File: config.mk
export PLATFORM = sky130hd
export DESIGN_NAME = vnpu_lane
export DESIGN_NICKNAME = d
export VERILOG_FILES = /design/src/hdl/vnpu_pkg.sv /design/src/hdl/vnpu_lane.sv
export SDC_FILE = /design/constraint.sdc
export NUM_CORES = 2
export LEC_CHECK = 0
export BUFFER_PORTS_ARGS = -buffer_cell sky130_fd_sc_hd__buf_2
export CAP_MARGIN = 20
export CORE_MARGIN = 2
export CORE_UTILIZATION = 44
export DETAILED_ROUTE_END_ITERATION = 12
export PLACE_DENSITY = 0.6
export SYNTH_ARGS = -nofsm -noshare
export SYNTH_HDL_FRONTEND = slang
export SYNTH_SLANG_ARGS = --single-unit
File: constraint.sdc
create_clock -name clk -period 4.49 [get_ports clk]
set_input_delay 0.449 -clock clk [delete_from_list [all_inputs] [get_ports clk]]
set_output_delay 0.449 -clock clk [all_outputs]
set_load 0.02 [all_outputs]
File: src/hdl/vnpu_pkg.sv
`default_nettype none
package vnpu_pkg;

  typedef logic [31:0] mag_t;

  localparam mag_t Q_ONE   = 32'h0001_0000;
  localparam mag_t SAT_POS = 32'h7FFF_FFFF;
  localparam mag_t SAT_NEG = 32'h8000_0000;

  // command codes; anything else is treated as length
  localparam logic [1:0] CMD_NORMALIZE = 2'd1;
  localparam logic [1:0] CMD_PERP      = 2'd2;

  // config register indexes
  localparam logic REG_LEN_SQ_FLOOR   = 1'b0;
  localparam logic REG_AXIS_NEAR_ZERO = 1'b1;

  localparam int QDIV_STEPS = 32;
  localparam int SQRT_STEPS = 32;
  localparam int LANE_STEPS = 17;

  // vector as magnitude/sign per component, index 0 is x
  typedef struct packed {
    logic             vec;
    mag_t [2:0]       m;
    logic [2:0]       n;
  } cvec_t;

  // length results traveling beside the lanes
  typedef struct packed {
    logic vec;
    logic deg;
    mag_t len;
    mag_t s_low;
  } nrm_t;

endpackage
`default_nettype wire

File: src/hdl/vnpu_lane.sv
`default_nettype none
module vnpu_lane (
  input  logic                clk,
  input  logic                en,
  input  vnpu_pkg::mag_t      m,
  input  logic                neg,
  input  vnpu_pkg::mag_t      len,
  output logic signed [31:0]  o
);
  import vnpu_pkg::*;

  localparam int N = LANE_STEPS;

  // component magnitude never exceeds len, so the quotient fits in N bits
  logic first_ge;
  mag_t rem_p [0:N-1];
  mag_t d_p [0:N-1];
  logic [N-1:0] neg_p;
  logic [N-1:0] quo_p [0:N-1];
  mag_t rem_nx [0:N-2];
  logic [N-2:0] ge_nx;

  assign first_ge = m >= len;

  always_comb begin
    logic [32:0] t;
    for (int k = 0; k < N - 1; k++) begin
      t         = {rem_p[k], 1'b0};
      ge_nx[k]  = t >= {1'b0, d_p[k]};
      rem_nx[k] = ge_nx[k] ? 32'(t - {1'b0, d_p[k]}) : t[31:0];
    end
  end

  always_ff @(posedge clk) begin
    if (en) begin
      rem_p[0] <= first_ge ? m - len : m;
      d_p[0]   <= len;
      neg_p[0] <= neg;
      quo_p[0] <= {{(N-1){1'b0}}, first_ge};
      for (int k = 0; k < N - 1; k++) begin
        rem_p[k+1] <= rem_nx[k];
        d_p[k+1]   <= d_p[k];
        neg_p[k+1] <= neg_p[k];
        quo_p[k+1] <= {quo_p[k][N-2:0], ge_nx[k]};
      end
      o <= neg_p[N-1] ? 32'(33'(0) - 33'(quo_p[N-1])) : 32'(quo_p[N-1]);
    end
  end

endmodule
`default_nettype wire

After elaboration in Yosys (flattened, before gate mapping)
Memory sizes are Yosys's and may differ from the RTL's.
Cells that the tools add are included.
{"block": "word_totals", "ff_bits": 35, "ram_bits": 1377, "input_bits": 67, "out_inout_bits": 32, "word_cells": 61, "mem_count": 3}
{"name": "d_p", "depth": 17, "word_bits": 32, "read_ports": 16, "rd_ports_with_merged_regs": 0, "wr": 17, "line_no": "vnpu_lane.sv:17", "rtl": "mag_t d_p [0:N-1];"}
{"name": "rem_p", "depth": 17, "word_bits": 32, "read_ports": 16, "rd_ports_with_merged_regs": 0, "wr": 17, "line_no": "vnpu_lane.sv:16", "rtl": "mag_t rem_p [0:N-1];"}
{"name": "quo_p", "depth": 17, "word_bits": 17, "read_ports": 17, "rd_ports_with_merged_regs": 0, "wr": 17, "line_no": "vnpu_lane.sv:19", "rtl": "logic [N-1:0] quo_p [0:N-1];"}
{"block": "op_classes", "n_addsub": 18, "order_cmp": 17, "n_mux": 20}
{"op": "$mux W32", "n": 17}
{"op": "$sub A32 B32 Y32", "n": 17}
{"op": "$ge A33 B32 Y1", "n": 16}
{"op": "$ge A32 B32 Y1", "n": 1}
{"op": "$sub A1 B17 Y18 const A", "n": 1}
{"op": "$mux W17", "n": 1}
{"op": "$mux W1", "n": 2}

Longest topological paths before layout
{"block": "logic_depth", "depth_word": 2, "ltp_mapped": 16, "mapped_depth_nobuf": 15}

Worst setup path after synthesis
No wires, ideal clock.
{"block": "synth_path", "path_type": "register to register", "from": "memory d_p[0][193] (netlist bit)", "to": "memory rem_p[0][249] (netlist bit), data pin", "setup_ps": 260, "arrival_ps": 3189, "required_time_ps": 4230, "setup_slack_ps": 1041, "path_stages_with_launch": 16, "n_path_buf": 2, "synth_period_minus_slack_ps": 3449, "cell_sequence": "edfxtp_1 inv_1 ha_1 nor2b_1 o31a_1 o31ai_1 a31oi_1 a21oi_2 o21ai_1 a31oi_1 o21ai_1 o211ai_1 and3_1 buf_4 buf_6 mux2_2"}
{"item": "start, declared", "line_no": "vnpu_lane.sv:17"}
{"item": "end, declared", "line_no": "vnpu_lane.sv:16"}

==> key figures <==
Place
  – Placed cell areas: approximately 73000 um2
  – Routability cong.: between 0.9 and 1
  – IO buf count: a little under 100
  – Pre-CTS setup slack: roughly 230 ps
  – DP HPWL: 110000 um

Critical path
  – Largest stage delay on the critical path: approximately 660 ps
  – Buffer and inverter count on the worst path: 1
  – CP Max Fanout: 50
  – CP Cell Sequence: ha_1 > o21ai_0 > a21oi_1 > o21ai_0 > o221ai_1 > o21ai_2 > o22ai_1 > a221oi_2 > a21oi_1 > a2111oi_4 > buf_12 > mux2_2
  – Slowest cell on the critical path: o21ai_0
  – Worst setup endpoint: rem_p[0][484]$_DFFE_PP_
  – Worst Path Required: roughly 5000 ps
  – Critical Path AT: 4860 ps
  – Worst R2R Path Depth: 12
  – Worst reg-to-reg setup slack: roughly 120 ps
  – Critical path startpoint: rem_p[0][449]$_DFFE_PP_
  – Worst R2R Start: rem_p[0][449]$_DFFE_PP_
  – Worst path depth: 12
  – RR Endpoint: rem_p[0][484]$_DFFE_PP_
  – Type of origin of the critical path: flop
  – Crit path capture type: flop
  – Delay-heaviest family, CP: compound AO/OA/AOI/OAI gates
  – Setup Crit Path Kind: flop to flop

Global routing
  – Maximum number of pins on one net before global-route repair: 116
  – Initial antenna violation count: 0
  – Tot GR Track Use: approximately 18%
  – First-pass GRT wire length: around 230000 um
  – GR Overflow Total: 0
  – Number of global-route vias before repair: 47943

STA
  – Setup Skew: slightly above 20 ps
  – Rel. slew slack: around a third
  – Final setup vio count: 0
  – Total Neg Setup Slack: 0 ps
  – Final period utilization: a little over nine tenths
  – Final hold vios: 0
  – RSZ-0062 raised after global routing: false
  – Hold Slack: around 57 ps
  – Worst-margin pin slew: 979 ps
  – Post-layout minimum cycle time: approximately 4400 ps
  – Max frequency: 0.229 GHz
  – Slew Viols, Final: 0
  – Worst Slack Setup Final: 122 ps

Synth
  – Flops & latches, synth: about 1200
  – Synth area leaders: edfxtp_1 52%, ha_1 9.8%, a21oi_1 3.8%
  – Top_reg_cell synth: edfxtp_1
  – Share of the synthesized area in the top cell type: a little over half
  – Synth warn: 0
  – Mapped Cells: 6334
  – Unique masters post-synth: 86
  – Number of synthesized flops with an enable pin: 1212
  – Synthesized cell area: approximately 70000 um2
  – Top cell type by total area after synthesis: edfxtp_1
  – Synth async-reset ratio: 0%
  – Syn Area/Cell: around 11 um2
  – Net Count, Synth: 6961
  – Sequential element share of the synthesized area: between 50% and 60%

Clock tree
  – Clk sinks: ~1200
  – H-tree depth: 4
  – CTS tree: yes
  – Clk slew on worst S/H paths: approximately 50 ps
  – Clock insertion delay at the later pin of the skew report: about 760 ps
  – Post-CTS setup buffer count: 0
  – Clock tree buffer depth: 3
  – Clk root buf: clkbuf_16
  – Total CTS buffers: roughly 140

Hold path
  – Hold Crit Depth: 3
  – Worst hold path type: input port to flop

Layout
  – Final net count: ~7000
  – Layout cell share with drive strength beyond 1: 8.56%
  – Diodes inserted: 0
  – Post-route cell area: between 70000 and 80000 um2
  – Fillers: 13950
  – Area Overhead vs Synth: 12.2%
  – Leading cell types in the layout, fill and taps excluded: 1212 x edfxtp_1, 676 x inv_1, 544 x ha_1
  – Commonest non-fill, non-tap cell in the layout: edfxtp_1

Die
  – Initial core utilization: between 40 and 50%
  – Width of the die: between 400 and 500 um
  – CORE AREA: about 160000 um2
  – I/O Pins: 99
  – Die Y: approximately 400 um
  – Rows: about 150
  – Die footprint: ~160000 um2

Job
  – Maximum capacitance violations: 0

Route
  – Final ANT Viol Nets: 0
  – Drt wl/cell: ~16 um
  – Number of iterations in the first detailed-routing pass: 6
  – Drt drc: 0
  – Routed wire length: 144000 um
  – Vias per inst: between 5 and 6
  – First DRT Iteration DRCs: roughly 1800
  – Vias: between 40000 and 50000

Power and ir drop
  – Power per cell area: just under 700 nW/um2
  – Pleak: ~32 nW
  – VDD IR max: approximately 0.00039 V
  – Overall power: approximately 54 mW

Run status
  – Status: complete, no violations
-- state kept, by name, indices dropped and copies added, names as in the netlist --
register and flops:
neg_p 17, rem_p 512, quo_p 153, o 18, d_p 512
-- kinds of logic (layout without fill, tap and decap cells) --
family	count (synthesis)	count (layout)	share of synthesized area, %
AOI/OAI and AO/OA	1756	1756	15.6
xor gates and xnor gates	449	449	5.63
adders and majority gates	560	560	10.2
buffers and inverters	826	1184	4.68
DFF	1212	1212	52.1
muxes	148	148	2.43
and+or+nand+nor	1383	1383	9.32
-- how the worst min path moves through the flow --
stage	slack (ps)	startpoint	endpoint
floorplan	400	neg_p[9]$_DFFE_PP_	neg_p[10]$_DFFE_PP_
global placement	400	quo_p[0][269]$_DFFE_PP_	quo_p[0][287]$_DFFE_PP_
detailed placement	400	neg_p[10]$_DFFE_PP_	neg_p[11]$_DFFE_PP_
CTS	0.2	m[15]	rem_p[0][15]$_DFFE_PP_
global route	30	m[0]	rem_p[0][0]$_DFFE_PP_
finish	60	m[16]	rem_p[0][16]$_DFFE_PP_
-- what timing repair did --
action                                  4_1_cts  5_1_grt
endpoints found under the setup margin        0        0
hold buffers                                 54        0
gates resized for setup                       0        0
endpoints found under the hold margin        54        0
-- layer usage --
metal / GRT usage, % / vias to the layer above / share of wire (%)
li1: - / 23571 / -
met2: 35.4 / 890 / 55
met4: 10.9 / 0 / 6.3
met5: 0 / - / 0
met3: 2.43 / 416 / 2.8
met1: 16.6 / 21719 / 36
-- per-stage QoR --
step | std cells | util [%]
final | 8764 | 49.5
after global routing | 8764 | 49.5
after CTS | 8764 | 49.5
after detailed placement | 8461 | 46.4
after global placement | 8460 | 46.4
after floorplan | 6334 | -
-- tightest hold or removal path: cells and delay by family --
family                 cells  cell delay, ps
AOI/OAI and AO/OA          1             110
buffers and inverters      1              90
and+or+nand+nor            1              40
-- synthesized netlist by cell type (10+ instances only) --
master    instances
and3_1           48
o41ai_1          10
o21a_1           75
o211ai_1         29
a41oi_1          11
nor4_1           19
edfxtp_1       1212
nand2_1         481
nand2b_1         82
buf_2            26
a211oi_1         32
or3_1            25
inv_1           676
nor3_1           61
a211o_1          16
fa_1             16
and2_1           25
nand3_1          98
nor2b_1          86
a21o_1          249
or4_1            11
a31oi_1          58
clkbuf_1         92
o21bai_1         57
mux2_2          107
a21oi_1         534
xor2_1          192
mux2_1           22
o31ai_1          44
a221o_1          12
nor2_1          331
or2_2            19
mux2_4           11
a31o_2           14
xnor2_1         257
nand4_1          68
o21ai_0         482
a21boi_0         16
ha_1            544
and4_1           11
buf_4            21
o31a_1           14
-- final cells by class --
cell class	instances	area, um2	area share, %
sequential	1212	36400	46.5
timing repair buffer	258	2140	2.73
multi-input combinational	4296	30200	38.6
clock inverter	81	717	0.916
inverter	677	2540	3.25
tap	2072	2590	3.31
clock buffer	168	3690	4.72
-- power breakdown --
| group | leakage (nW) | total (mW) | switching, mW | internal, mW |
|---|---|---|---|---|
| clock network | 2.15 | 10.9 | 4.47 | 6.40 |
| logic | 18.3 | 25.1 | 14.2 | 11.0 |
| registers | 11.9 | 18.4 | 1.45 | 16.9 |
Power figures use the tool's default switching activity.
